<file path="config.mk">
export PLATFORM = sky130hd
export DESIGN_NAME = heading_fusion_pid_steering
export DESIGN_NICKNAME = d
export VERILOG_FILES = /design/src/hfps_pkg.sv /design/src/hfps_div.sv /design/src/hfps_dp.sv /design/src/hfps_ctrl.sv /design/src/heading_fusion_pid_steering.sv
export SDC_FILE = /design/constraint.sdc
export NUM_CORES = 2
export LEC_CHECK = 0
export BUFFER_PORTS_ARGS = -buffer_cell sky130_fd_sc_hd__buf_4
export CAP_MARGIN = 20
export CORE_MARGIN = 8
export CORE_UTILIZATION = 39
export DETAILED_ROUTE_END_ITERATION = 12
export GPL_TIMING_DRIVEN = 0
export PLACE_DENSITY = 0.52
export SLEW_MARGIN = 25
export SYNTH_ARGS = -nofsm -noshare
export SYNTH_HDL_FRONTEND = slang
export SYNTH_SLANG_ARGS = --single-unit
</file>
<file path="constraint.sdc">
create_clock -name clk -period 25.5 [get_ports clk]
set_input_delay 5.1 -clock clk [delete_from_list [all_inputs] [get_ports clk]]
set_output_delay 5.1 -clock clk [all_outputs]
set_load 0.02 [all_outputs]
</file>
<file path="src/hfps_pkg.sv">
// Shared widths, constants, codes and controller/datapath interface types.
package hfps_pkg;

  // Port field widths
  localparam int RATE_W  = 16;
  localparam int TIME_W  = 32;
  localparam int SPEED_W = 16;
  localparam int ANG_W   = 24;
  localparam int PWM_W   = 8;
  localparam int GAIN_W  = 16;
  localparam int REG_IDX_W = 2;

  // Internal widths
  localparam int DIFF_W = SPEED_W + 1;       // right minus left wheel speed
  localparam int ERR_W  = ANG_W + 1;
  localparam int DER_W  = ERR_W + 1;
  localparam int SUM_W  = 32;
  localparam int MA_W   = TIME_W + 1;        // multiplier operand A, signed
  localparam int MB_W   = GAIN_W + 1;        // multiplier operand B, signed
  localparam int PROD_W = MA_W + MB_W;
  localparam int GPROD_W = RATE_W + TIME_W;  // rate * dt fits here, signed
  localparam int ENC_W  = DIFF_W + GAIN_W + 1;
  localparam int Q_W    = 42;                // signed quotient
  localparam int GA_W   = Q_W + 1;           // yaw plus gyro step
  localparam int NUM_W  = 49;                // 49 * angle + encoder term
  localparam int ACC_W  = 52;                // PID sum of products
  localparam int FRAC_W = 16;                // Q8.8 gain times Q?.8 -> /65536
  localparam int CORR_W = ACC_W - FRAC_W + 1;
  localparam int DRV_W  = CORR_W + 2;

  // Constant divider: 13-bit digits, each divided by a reciprocal multiply
  localparam int DIV_W     = 52;
  localparam int DIG_W     = 13;
  localparam int DIV_CYC   = DIV_W / DIG_W;  // digits per division
  localparam int DIV_CNT_W = $clog2(DIV_CYC);
  localparam int DVSR_W    = 11;
  localparam int DX_W      = DVSR_W + DIG_W; // remainder joined with next digit
  localparam int RCP_W     = 30;
  localparam int RCP_SH    = 35;
  localparam int GYRO_DIV  = 1025;
  localparam int HEAD_DIV  = 50;
  // ceil(2^35 / divisor); exact for every partial dividend below 2^24
  localparam logic [RCP_W-1:0] RCP_GYRO = RCP_W'(33521696);
  localparam logic [RCP_W-1:0] RCP_HEAD = RCP_W'(687194768);

  // Register reset values
  localparam logic [GAIN_W-1:0] PROP_RESET  = GAIN_W'(256);
  localparam logic [GAIN_W-1:0] INTEG_RESET = GAIN_W'(0);
  localparam logic [GAIN_W-1:0] DERIV_RESET = GAIN_W'(0);
  localparam logic [GAIN_W-1:0] S2D_RESET   = GAIN_W'(256);

  typedef enum logic [REG_IDX_W-1:0] {
    REG_PROP  = 2'd0,
    REG_INTEG = 2'd1,
    REG_DERIV = 2'd2,
    REG_S2D   = 2'd3
  } cfg_reg_t;

  typedef enum logic [2:0] {
    MUL_GYRO  = 3'd0,
    MUL_ENC   = 3'd1,
    MUL_PROP  = 3'd2,
    MUL_INTEG = 3'd3,
    MUL_DERIV = 3'd4
  } mul_sel_t;

  typedef enum logic {
    DIV_GYRO = 1'b0,
    DIV_HEAD = 1'b1
  } div_sel_t;

  typedef struct packed {
    logic     accept;
    logic     mul_en;
    mul_sel_t mul_sel;
    logic     div_start;
    div_sel_t div_sel;
    logic     ga_load;
    logic     num_load;
    logic     head_load;
    logic     pid_load;
    logic     acc_clr;
    logic     acc_add;
    logic     corr_load;
    logic     out_load;
  } ctrl_cmd_t;

  typedef struct packed {
    logic div_done;
  } dp_status_t;

endpackage

</file>
<file path="src/hfps_div.sv">
// Unsigned divider by 1025 or 50: 13-bit digits, reciprocal multiply per digit.
module hfps_div (
  input  logic                       clk,
  input  logic                       rst,
  input  logic                       start,
  input  hfps_pkg::div_sel_t         sel,
  input  logic [hfps_pkg::DIV_W-1:0] dividend,
  output logic                       done,
  output logic [hfps_pkg::DIV_W-1:0] quotient
);
  import hfps_pkg::*;

  logic                    busy;
  logic                    phase;  // 0: multiply, 1: take digit and remainder
  logic [DIV_CNT_W-1:0]    cnt;
  div_sel_t                sel_r;
  logic [DIV_W-1:0]        dvd;    // dividend digits leave at the top, quotient enters below
  logic [DVSR_W-1:0]       rem;
  logic [RCP_W-1:0]        rcp;
  logic [DVSR_W-1:0]       dsr;
  logic [DX_W-1:0]         x;
  logic [DX_W+RCP_W-1:0]   prod;
  logic [DIG_W-1:0]        q_dig;
  logic [DX_W-1:0]         qd;
  logic [DX_W-1:0]         r_full;

  always_comb begin
    case (sel_r)
      DIV_GYRO: begin
        rcp = RCP_GYRO;
        dsr = DVSR_W'(GYRO_DIV);
      end
      DIV_HEAD: begin
        rcp = RCP_HEAD;
        dsr = DVSR_W'(HEAD_DIV);
      end
      default: begin
        rcp = RCP_HEAD;
        dsr = DVSR_W'(HEAD_DIV);
      end
    endcase
  end

  // Remainder stays below the divisor, so each digit quotient fits DIG_W bits
  assign x      = {rem, dvd[DIV_W-1 -: DIG_W]};
  assign q_dig  = prod[RCP_SH+DIG_W-1:RCP_SH];
  assign qd     = DX_W'(q_dig) * DX_W'(dsr);
  assign r_full = x - qd;

  always_ff @(posedge clk) begin
    if (rst) begin
      busy  <= 1'b0;
      done  <= 1'b0;
      phase <= 1'b0;
      cnt   <= '0;
    end else begin
      done <= 1'b0;
      if (start) begin
        busy  <= 1'b1;
        phase <= 1'b0;
        cnt   <= '0;
      end else if (busy) begin
        phase <= ~phase;
        if (phase) begin
          cnt <= cnt + 1'b1;
          if (cnt == DIV_CNT_W'(DIV_CYC - 1)) begin
            busy <= 1'b0;
            done <= 1'b1;
          end
        end
      end
    end
  end

  always_ff @(posedge clk) begin
    if (start) begin
      dvd   <= dividend;
      rem   <= '0;
      sel_r <= sel;
    end else if (busy) begin
      if (!phase) begin
        prod <= x * rcp;
      end else begin
        dvd <= {dvd[DIV_W-DIG_W-1:0], q_dig};
        rem <= r_full[DVSR_W-1:0];
      end
    end
  end

  assign quotient = dvd;

endmodule

</file>
<file path="src/hfps_dp.sv">
// Datapath: registers, shared multiplier, divider, fusion and PID arithmetic.
module hfps_dp (
  input  logic                                  clk,
  input  logic                                  rst,
  input  hfps_pkg::ctrl_cmd_t                   cmd,
  output hfps_pkg::dp_status_t                  status,
  input  logic signed [hfps_pkg::RATE_W-1:0]    gyro_rate_raw,
  input  logic [hfps_pkg::TIME_W-1:0]           time_ms,
  input  logic signed [hfps_pkg::SPEED_W-1:0]   speed_left,
  input  logic signed [hfps_pkg::SPEED_W-1:0]   speed_right,
  input  logic signed [hfps_pkg::ANG_W-1:0]     target_heading,
  input  logic [hfps_pkg::PWM_W-1:0]            left_drive_in,
  input  logic [hfps_pkg::PWM_W-1:0]            right_drive_in,
  input  logic                                  wr_en,
  input  logic [hfps_pkg::REG_IDX_W-1:0]        wr_index,
  input  logic [hfps_pkg::GAIN_W-1:0]           wr_data,
  output logic signed [hfps_pkg::ANG_W-1:0]     heading,
  output logic [hfps_pkg::PWM_W-1:0]            left_drive,
  output logic [hfps_pkg::PWM_W-1:0]            right_drive
);
  import hfps_pkg::*;

  localparam logic signed [Q_W-1:0] FUSE_MAX = Q_W'((64'sd1 <<< (ANG_W - 1)) - 1);
  localparam logic signed [Q_W-1:0] FUSE_MIN = Q_W'(-(64'sd1 <<< (ANG_W - 1)));
  localparam logic signed [ANG_W-1:0] ANG_MAX = ANG_W'((64'sd1 <<< (ANG_W - 1)) - 1);
  localparam logic signed [ANG_W-1:0] ANG_MIN = ANG_W'(-(64'sd1 <<< (ANG_W - 1)));
  localparam logic signed [SUM_W-1:0] SUM_MAX = SUM_W'((64'sd1 <<< (SUM_W - 1)) - 1);
  localparam logic signed [SUM_W-1:0] SUM_MIN = SUM_W'(-(64'sd1 <<< (SUM_W - 1)));
  localparam logic signed [DRV_W-1:0] PWM_TOP = DRV_W'((1 << PWM_W) - 1);

  // Configuration
  logic [GAIN_W-1:0] prop_gain, integral_gain, deriv_gain, speed_to_degrees;

  // Persistent state
  logic signed [ANG_W-1:0] yaw;
  logic [TIME_W-1:0]       prev_time;
  logic signed [SUM_W-1:0] error_sum;
  logic signed [ERR_W-1:0] prev_err;

  // Per-item registers
  logic signed [RATE_W-1:0] rate_r;
  logic [TIME_W-1:0]        dt_r;
  logic signed [DIFF_W-1:0] diff_r;
  logic signed [ANG_W-1:0]  target_r;
  logic [PWM_W-1:0]         lin_r, rin_r;
  logic signed [PROD_W-1:0] prod;
  logic signed [GA_W-1:0]   ga;
  logic signed [NUM_W-1:0]  num;
  logic signed [ERR_W-1:0]  err_r;
  logic signed [DER_W-1:0]  deriv_r;
  logic signed [ACC_W-1:0]  acc;
  logic signed [CORR_W-1:0] corr;
  logic                     neg_r;

  // Divider hookup
  logic                 div_neg;
  logic [DIV_W-1:0]     div_dividend;
  logic                 div_done;
  logic [DIV_W-1:0]     div_quo;
  logic signed [Q_W-1:0] q_s;

  logic signed [MA_W-1:0] ma;
  logic signed [MB_W-1:0] mb;

  logic signed [ERR_W-1:0]   err_c;
  logic signed [SUM_W:0]     esum_c;
  logic signed [ANG_W-1:0]   head_c;
  logic signed [CORR_W-1:0]  corr_c;
  logic [PWM_W-1:0]          left_c, right_c;

  always_ff @(posedge clk) begin
    if (rst) begin
      prop_gain        <= PROP_RESET;
      integral_gain    <= INTEG_RESET;
      deriv_gain       <= DERIV_RESET;
      speed_to_degrees <= S2D_RESET;
    end else if (wr_en) begin
      case (cfg_reg_t'(wr_index))
        REG_PROP:  prop_gain        <= wr_data;
        REG_INTEG: integral_gain    <= wr_data;
        REG_DERIV: deriv_gain       <= wr_data;
        REG_S2D:   speed_to_degrees <= wr_data;
        default: ;
      endcase
    end
  end

  // Shared 33x17 signed multiplier, registered
  always_comb begin
    case (cmd.mul_sel)
      MUL_GYRO: begin
        ma = $signed({1'b0, dt_r});
        mb = MB_W'(rate_r);
      end
      MUL_ENC: begin
        ma = MA_W'(diff_r);
        mb = $signed({1'b0, speed_to_degrees});
      end
      MUL_PROP: begin
        ma = MA_W'(err_r);
        mb = $signed({1'b0, prop_gain});
      end
      MUL_INTEG: begin
        ma = MA_W'(error_sum);
        mb = $signed({1'b0, integral_gain});
      end
      MUL_DERIV: begin
        ma = MA_W'(deriv_r);
        mb = $signed({1'b0, deriv_gain});
      end
      default: begin
        ma = '0;
        mb = '0;
      end
    endcase
  end

  // Divider operand: magnitude, with rounding bias for the heading blend
  always_comb begin
    logic signed [DIV_W-1:0] p;
    logic signed [NUM_W-1:0] m;
    p = '0;
    m = '0;
    case (cmd.div_sel)
      DIV_GYRO: begin
        p            = $signed({prod[GPROD_W-1:0], 4'b0000});
        div_neg      = p[DIV_W-1];
        div_dividend = div_neg ? DIV_W'(-p) : DIV_W'(p);
      end
      DIV_HEAD: begin
        div_neg      = num[NUM_W-1];
        m            = div_neg ? -num : num;
        div_dividend = DIV_W'(m) + DIV_W'(HEAD_DIV / 2);
      end
      default: begin
        div_neg      = 1'b0;
        div_dividend = '0;
      end
    endcase
  end

  hfps_div u_div (
    .clk      (clk),
    .rst      (rst),
    .start    (cmd.div_start),
    .sel      (cmd.div_sel),
    .dividend (div_dividend),
    .done     (div_done),
    .quotient (div_quo)
  );

  assign status.div_done = div_done;

  always_comb begin
    logic signed [Q_W-1:0] qm;
    qm  = $signed({1'b0, div_quo[Q_W-2:0]});
    q_s = neg_r ? -qm : qm;
  end

  // Fused heading saturates to 24 bits
  always_comb begin
    if (q_s > FUSE_MAX)      head_c = ANG_MAX;
    else if (q_s < FUSE_MIN) head_c = ANG_MIN;
    else                     head_c = q_s[ANG_W-1:0];
  end

  assign err_c  = ERR_W'(target_r) - ERR_W'(yaw);
  assign esum_c = (SUM_W + 1)'(error_sum) + (SUM_W + 1)'(err_c);

  // Round the PID sum by 2^16, ties away from zero
  always_comb begin
    logic [ACC_W-1:0]  mag;
    logic [ACC_W-1:0]  rnd;
    logic signed [CORR_W-1:0] cm;
    mag    = acc[ACC_W-1] ? ACC_W'(-acc) : ACC_W'(acc);
    rnd    = mag + ACC_W'(1 << (FRAC_W - 1));
    cm     = $signed({1'b0, rnd[ACC_W-1:FRAC_W]});
    corr_c = acc[ACC_W-1] ? -cm : cm;
  end

  always_comb begin
    logic signed [DRV_W-1:0] l, r;
    l = $signed(DRV_W'({1'b0, lin_r})) - DRV_W'(corr);
    r = $signed(DRV_W'({1'b0, rin_r})) + DRV_W'(corr);
    if (l < 0)            left_c = '0;
    else if (l > PWM_TOP) left_c = PWM_TOP[PWM_W-1:0];
    else                  left_c = l[PWM_W-1:0];
    if (r < 0)            right_c = '0;
    else if (r > PWM_TOP) right_c = PWM_TOP[PWM_W-1:0];
    else                  right_c = r[PWM_W-1:0];
  end

  // Persistent state
  always_ff @(posedge clk) begin
    if (rst) begin
      yaw       <= '0;
      prev_time <= '0;
      error_sum <= '0;
      prev_err  <= '0;
    end else begin
      if (cmd.accept) prev_time <= time_ms;
      if (cmd.head_load) yaw <= head_c;
      if (cmd.pid_load) begin
        prev_err <= err_c;
        if (esum_c[SUM_W] != esum_c[SUM_W-1])
          error_sum <= esum_c[SUM_W] ? SUM_MIN : SUM_MAX;
        else
          error_sum <= esum_c[SUM_W-1:0];
      end
    end
  end

  // Working registers
  always_ff @(posedge clk) begin
    if (cmd.accept) begin
      rate_r   <= gyro_rate_raw;
      dt_r     <= time_ms - prev_time;
      diff_r   <= DIFF_W'(speed_right) - DIFF_W'(speed_left);
      target_r <= target_heading;
      lin_r    <= left_drive_in;
      rin_r    <= right_drive_in;
    end
    if (cmd.mul_en) prod <= ma * mb;
    if (cmd.div_start) neg_r <= div_neg;
    if (cmd.ga_load) ga <= GA_W'(yaw) + GA_W'(q_s);
    if (cmd.num_load)
      num <= (NUM_W'(ga) <<< 5) + (NUM_W'(ga) <<< 4) + NUM_W'(ga)
             + NUM_W'($signed(prod[ENC_W-1:0]));
    if (cmd.pid_load) begin
      err_r   <= err_c;
      deriv_r <= DER_W'(err_c) - DER_W'(prev_err);
    end
    if (cmd.acc_clr) acc <= ACC_W'(prod);
    else if (cmd.acc_add) acc <= acc + ACC_W'(prod);
    if (cmd.corr_load) corr <= corr_c;
    if (cmd.out_load) begin
      heading     <= yaw;
      left_drive  <= left_c;
      right_drive <= right_c;
    end
  end

endmodule

</file>
<file path="src/hfps_ctrl.sv">
// Controller: sequences one tick through the datapath and runs the handshakes.
module hfps_ctrl (
  input  logic                 clk,
  input  logic                 rst,
  input  logic                 in_valid,
  output logic                 in_stall,
  output logic                 out_valid,
  input  logic                 out_stall,
  output hfps_pkg::ctrl_cmd_t  cmd,
  input  hfps_pkg::dp_status_t status
);
  import hfps_pkg::*;

  typedef enum logic [15:0] {
    ST_IDLE = 16'h0001,
    ST_MGY  = 16'h0002,
    ST_DG0  = 16'h0004,
    ST_DGW  = 16'h0008,
    ST_GA   = 16'h0010,
    ST_NUM  = 16'h0020,
    ST_DH0  = 16'h0040,
    ST_DHW  = 16'h0080,
    ST_HEAD = 16'h0100,
    ST_PID  = 16'h0200,
    ST_MP   = 16'h0400,
    ST_MI   = 16'h0800,
    ST_MD   = 16'h1000,
    ST_MACC = 16'h2000,
    ST_CORR = 16'h4000,
    ST_OUT  = 16'h8000
  } state_t;

  state_t state, state_next;
  logic   out_free;

  assign in_stall = (state != ST_IDLE);
  assign out_free = !out_valid || !out_stall;

  always_comb begin
    cmd        = '0;
    state_next = state;
    case (state)
      ST_IDLE: begin
        if (in_valid) begin
          cmd.accept = 1'b1;
          state_next = ST_MGY;
        end
      end
      ST_MGY: begin
        cmd.mul_en  = 1'b1;
        cmd.mul_sel = MUL_GYRO;
        state_next  = ST_DG0;
      end
      ST_DG0: begin
        cmd.div_start = 1'b1;
        cmd.div_sel   = DIV_GYRO;
        state_next    = ST_DGW;
      end
      ST_DGW: begin
        if (status.div_done) state_next = ST_GA;
      end
      ST_GA: begin
        cmd.ga_load = 1'b1;
        cmd.mul_en  = 1'b1;
        cmd.mul_sel = MUL_ENC;
        state_next  = ST_NUM;
      end
      ST_NUM: begin
        cmd.num_load = 1'b1;
        state_next   = ST_DH0;
      end
      ST_DH0: begin
        cmd.div_start = 1'b1;
        cmd.div_sel   = DIV_HEAD;
        state_next    = ST_DHW;
      end
      ST_DHW: begin
        cmd.div_sel = DIV_HEAD;
        if (status.div_done) state_next = ST_HEAD;
      end
      ST_HEAD: begin
        cmd.head_load = 1'b1;
        state_next    = ST_PID;
      end
      ST_PID: begin
        cmd.pid_load = 1'b1;
        state_next   = ST_MP;
      end
      ST_MP: begin
        cmd.mul_en  = 1'b1;
        cmd.mul_sel = MUL_PROP;
        state_next  = ST_MI;
      end
      ST_MI: begin
        cmd.acc_clr = 1'b1;
        cmd.mul_en  = 1'b1;
        cmd.mul_sel = MUL_INTEG;
        state_next  = ST_MD;
      end
      ST_MD: begin
        cmd.acc_add = 1'b1;
        cmd.mul_en  = 1'b1;
        cmd.mul_sel = MUL_DERIV;
        state_next  = ST_MACC;
      end
      ST_MACC: begin
        cmd.acc_add = 1'b1;
        state_next  = ST_CORR;
      end
      ST_CORR: begin
        cmd.corr_load = 1'b1;
        state_next    = ST_OUT;
      end
      ST_OUT: begin
        // hold the finished item until the output register frees up
        if (out_free) begin
          cmd.out_load = 1'b1;
          state_next   = ST_IDLE;
        end
      end
      default: state_next = ST_IDLE;
    endcase
  end

  always_ff @(posedge clk) begin
    if (rst) begin
      state     <= ST_IDLE;
      out_valid <= 1'b0;
    end else begin
      state <= state_next;
      if (cmd.out_load) out_valid <= 1'b1;
      else if (!out_stall) out_valid <= 1'b0;
    end
  end

endmodule

</file>
<file path="src/heading_fusion_pid_steering.sv">
// Heading fusion and PID steering correction: top level.
// An item runs through the controller states from acceptance to its result in the output
// register; the next item is accepted on the cycle after the result is loaded, so items
// do not overlap, and a stalled output holds off the next one. Two divider passes divide the
// gyro step by 1025 and the heading blend by 50 in four 13-bit digits, a multiply per digit.
// Synchronous reset clears yaw, timestamp, integral and previous error, and loads gains.
module heading_fusion_pid_steering (
  input  logic                                 clk,
  input  logic                                 rst,
  input  logic                                 in_valid,
  output logic                                 in_stall,
  input  logic signed [hfps_pkg::RATE_W-1:0]   gyro_rate_raw,
  input  logic [hfps_pkg::TIME_W-1:0]          time_ms,
  input  logic signed [hfps_pkg::SPEED_W-1:0]  speed_left,
  input  logic signed [hfps_pkg::SPEED_W-1:0]  speed_right,
  input  logic signed [hfps_pkg::ANG_W-1:0]    target_heading,
  input  logic [hfps_pkg::PWM_W-1:0]           left_drive_in,
  input  logic [hfps_pkg::PWM_W-1:0]           right_drive_in,
  output logic                                 out_valid,
  input  logic                                 out_stall,
  output logic signed [hfps_pkg::ANG_W-1:0]    heading,
  output logic [hfps_pkg::PWM_W-1:0]           left_drive,
  output logic [hfps_pkg::PWM_W-1:0]           right_drive,
  input  logic                                 wr_en,
  input  logic [hfps_pkg::REG_IDX_W-1:0]       wr_index,
  input  logic [hfps_pkg::GAIN_W-1:0]          wr_data
);
  import hfps_pkg::*;

  ctrl_cmd_t  cmd;
  dp_status_t status;

  hfps_ctrl u_ctrl (
    .clk       (clk),
    .rst       (rst),
    .in_valid  (in_valid),
    .in_stall  (in_stall),
    .out_valid (out_valid),
    .out_stall (out_stall),
    .cmd       (cmd),
    .status    (status)
  );

  hfps_dp u_dp (
    .clk            (clk),
    .rst            (rst),
    .cmd            (cmd),
    .status         (status),
    .gyro_rate_raw  (gyro_rate_raw),
    .time_ms        (time_ms),
    .speed_left     (speed_left),
    .speed_right    (speed_right),
    .target_heading (target_heading),
    .left_drive_in  (left_drive_in),
    .right_drive_in (right_drive_in),
    .wr_en          (wr_en),
    .wr_index       (wr_index),
    .wr_data        (wr_data),
    .heading        (heading),
    .left_drive     (left_drive),
    .right_drive    (right_drive)
  );

endmodule
</file>
==> implementation parameters <==
Parameter                              Value

Cells and area
  Signed area change from the synthesized netlist to the final layout ... 11.20%
  Fraction of layout cells with a size suffix above 1 ... 5.984%
  Design area ... 88,470 sq um
  Fill count ... 19,780
  Layout Utilization ... 43.69%
  Nets@finish ... 10,700

STA
  Worst hold margin ... 0.4500 ns
  Final Critical Period ... 12.26 ns
  Actual slew at the worst max-slew pin ... 1.097 ns
  Final clock skew ... 0.06272 ns
  Max-slew violation count ... 0
  Relative slew margins ... 26.85%
  Share of the cycle needed by the critical path after routing ... 48.10%
  Hold Vio Cnt, Final ... 0
  Aggregate negative setup slack ... 0 ns
  Achievable clock frequency ... 0.08154 GHz
  Total setup violations reported at the end of the flow ... 0
  Setup repair after global routing missed its margin ... false

Clocking
  CTS tree ... yes
  Post-CTS setup buffer count ... 0
  Root buffer selected by CTS ... sky130_fd_sc_hd__clkbuf_16
  Number of sinks handled by clock tree synthesis ... 704
  Clock latency reported for the late side of the worst-skew pair ... 0.72 ns
  Maximum buffer depth of the clock tree ... 3
  H-tree depth ... 3
  Clock-pin slew on the worst setup and hold paths ... 0.06 ns
  Post-cts hold buffer count ... 0
  Post-cts sizing count ... 0
  CTS Buf Count ... 86

Routing
  Total wire length ... 267,700 um
  Vias after detailed routing ... 63,510
  Initial DRC count ... 4,687
  Post-DRT Antenna Nets ... 0
  Via count normalized by instance count ... 5.421
  Detailed-route wire length per cell ... 22.85 um
  Pre-Repair DR Iteration Count ... 6
  Number of remaining DRC errors ... 0

Synth
  Area share of the largest cell type after synthesis ... 23.27%
  Gate count of the mapped netlist ... 8,629
  Post-synthesis register bit count ... 704
  Share of flip-flops with an asynchronous set or reset after synthesis ... 0%
  Summed instance area of the synthesized netlist ... 79,560 sq um
  Mean post-synth cell area ... 9.221 sq um
  Leading register cell type out of synthesis ... sky130_fd_sc_hd__edfxtp_1
  Cell types occupying the most area after synthesis ... sky130_fd_sc_hd__fa_1, sky130_fd_sc_hd__edfxtp_1, sky130_fd_sc_hd__ha_1, sky130_fd_sc_hd__inv_1, sky130_fd_sc_hd__dfxtp_1
  Most instantiated library cell after synthesis ... sky130_fd_sc_hd__inv_1
  Cell taking the most area after synthesis ... sky130_fd_sc_hd__fa_1
  YS warnings ... 0
  Number of enable-type register cells in the synthesized netlist ... 494
  Post-synthesis cell type count ... 102
  Top cells by instance count after synthesis ... sky130_fd_sc_hd__inv_1, sky130_fd_sc_hd__nand2_1, sky130_fd_sc_hd__fa_1, sky130_fd_sc_hd__nor2_1, sky130_fd_sc_hd__ha_1
  Sequential element share of the synthesized area ... 23.93%

Die
  Floorplan row count ... 165
  Total Die Area ... 218,700 sq um
  Effective utilization at floorplan ... 39.29%
  Die boundary width ... 467.7 um
  I/O pin total ... 185
  Die H ... 467.7 um
  Core area ... 202,500 sq um

Setup path
  Crit-path leading delay family ... adder cells
  Critical Path Most Common Cell ... sky130_fd_sc_hd__fa_1
  Data arrival time of the critical path ... 12.83 ns
  Startpoint type of the worst setup path ... flop
  Critical Path Slowest Stage Cell ... sky130_fd_sc_hd__clkbuf_1
  Setup crit end kind ... flop
  Kind of critical path ... reg -> reg
  Biggest cell delay along the critical path ... 0.82 ns
  CP Buf/Inv Count ... 8
  Required time at the endpoint of the critical path ... 26.07 ns
  Max Fanout on Critical Path ... 10

GRT
  Tot GR Track Use ... 24.13%
  Met3 track utilization from global routing ... 2.731%
  Wire length of the first global-routing pass ... 405,300 um
  Via count of the first global-routing pass ... 65,060
  Total congestion overflow after global routing ... 0
  Met1 Use GR ... 31.76%
  Maximum number of pins on one net before global-route repair ... 61
  Layer with the highest usage ... met2
  GR Layer Usage met2 ... 40.54%
  Antenna violations before repair ... 3

Placement
  Count of input and output buffers ... 182
  Post-placement cell area ... 85,320 sq um
  HPWL after DPL ... 223,600 um
  Placer Congestion ... 0.9583

Worst hold path
  Worst min-delay path class ... reg -> reg

Run
  Number of maximum-capacitance constraint violations ... 0

Run status
  Result of the run ... finished clean
[tightest hold or removal path: stages, from the launching register on]
cell and delay (ns):
sky130_fd_sc_hd__dfxtp_1 0.31, sky130_fd_sc_hd__nand2_1 0.05, sky130_fd_sc_hd__a21oi_1 0.05
[cells by family (layout without fill, tap and decap cells)]
kind of cell,after synthesis,in the layout,synth area share (%)
other,2,26,0.009439
multiplexers,37,37,0.4906
flip-flops,704,704,23.93
adder cells (fa/ha/maj),1585,1585,33.65
XOR/XNOR,584,584,6.429
AO/OA/AOI/OAI,1622,1622,13.32
AND/OR/NAND/NOR,2599,2599,15.05
buffers and inverters,1496,1885,7.119
[layer usage]
layer	routed length (um)	part of all wire [%]
met1	116300	43
met5	0	0
met3	13150	4.9
met4	13130	4.9
met2	125100	47
[through the flow]
step | std cells | setup slack [ns]
finish | 11710 | 13.24
global route | 11710 | 12.81
CTS | 11710 | 13.25
detailed placement | 11550 | 13.30
global placement | 11510 | 9.712
floorplan | 8652 | 15.54
[state kept, by name, indices dropped and copies added, names as in the netlist, 16 cells and up]
name                   count
u_dp.acc                  52
u_dp.u_div.quotient       52
u_dp.prod                 50
u_dp.num                  49
u_dp.ga                   43
u_dp.corr                 37
u_dp.dt_r                 32
u_dp.error_sum            32
u_dp.prev_time            32
u_dp.deriv_r              26
u_dp.err_r                25
u_dp.prev_err             25
u_dp.heading              24
u_dp.target_r             24
u_dp.yaw                  24
u_dp.diff_r               17
u_ctrl.state              16
u_dp.deriv_gain           16
u_dp.integral_gain        16
u_dp.prop_gain            16
u_dp.rate_r               16
u_dp.speed_to_degrees     16
[final cells by class]
cell class	instances	area (sq um)	share of cell area, %
antenna	1	2.502	0.002828
buffer	297	1171	1.324
clock buffer	107	2336	2.640
clock inverter	54	802.0	0.9065
inverter	1199	4507	5.094
multi-input combinational	6452	55310	62.51
sequential	704	19040	21.52
tap	2672	3343	3.779
timing repair buffer	228	1966	2.222
[cell usage in the layout, fill, tap and decap left out, types with 36 or more instances in the layout]
master / Yosys / final
sky130_fd_sc_hd__edfxtp_1: 494 / 494
sky130_fd_sc_hd__a21boi_0: 37 / 36
sky130_fd_sc_hd__a21o_1: 132 / 132
sky130_fd_sc_hd__a22oi_1: 41 / 41
sky130_fd_sc_hd__nor3_1: 137 / 137
sky130_fd_sc_hd__xor2_1: 206 / 206
sky130_fd_sc_hd__a31oi_1: 39 / 38
sky130_fd_sc_hd__a21oi_1: 481 / 474
sky130_fd_sc_hd__clkbuf_1: 269 / 279
sky130_fd_sc_hd__or2_2: 43 / 43
sky130_fd_sc_hd__nand2_1: 931 / 930
sky130_fd_sc_hd__nand3_1: 139 / 138
sky130_fd_sc_hd__and3_1: 58 / 58
sky130_fd_sc_hd__nor4_1: 48 / 43
sky130_fd_sc_hd__o21ai_0: 333 / 331
sky130_fd_sc_hd__o31ai_1: 67 / 66
sky130_fd_sc_hd__buf_4: 2 / 197
sky130_fd_sc_hd__or3_1: 53 / 53
sky130_fd_sc_hd__ha_1: 660 / 660
sky130_fd_sc_hd__inv_1: 1195 / 1193
sky130_fd_sc_hd__fa_1: 925 / 925
sky130_fd_sc_hd__nand2b_1: 88 / 88
sky130_fd_sc_hd__nand4_1: 60 / 60
sky130_fd_sc_hd__nor2_1: 759 / 759
sky130_fd_sc_hd__xnor2_1: 378 / 378
sky130_fd_sc_hd__o21a_1: 66 / 66
sky130_fd_sc_hd__a211oi_1: 44 / 43
sky130_fd_sc_hd__clkbuf_16: 0 / 90
sky130_fd_sc_hd__nor2b_1: 75 / 75
sky130_fd_sc_hd__o21bai_1: 47 / 47
sky130_fd_sc_hd__dfxtp_1: 210 / 209
sky130_fd_sc_hd__and2_1: 63 / 63
[final timing paths]
kind	cells past startpoint	to	slack, ns	start
worst min-delay path	2	u_dp.prev_time[10]	0.45	u_dp.prev_time[10]
worst min register to register	2	u_dp.prev_time[10]	0.45	u_dp.prev_time[10]
worst max-delay path	33	u_dp.prod[48]	13.24	u_ctrl.state[9]
worst max register to register	33	u_dp.prod[48]	13.24	u_ctrl.state[9]
Power is not shown: default switching activity piles up to over one toggle a cycle in this logic, so the estimate is an artifact.
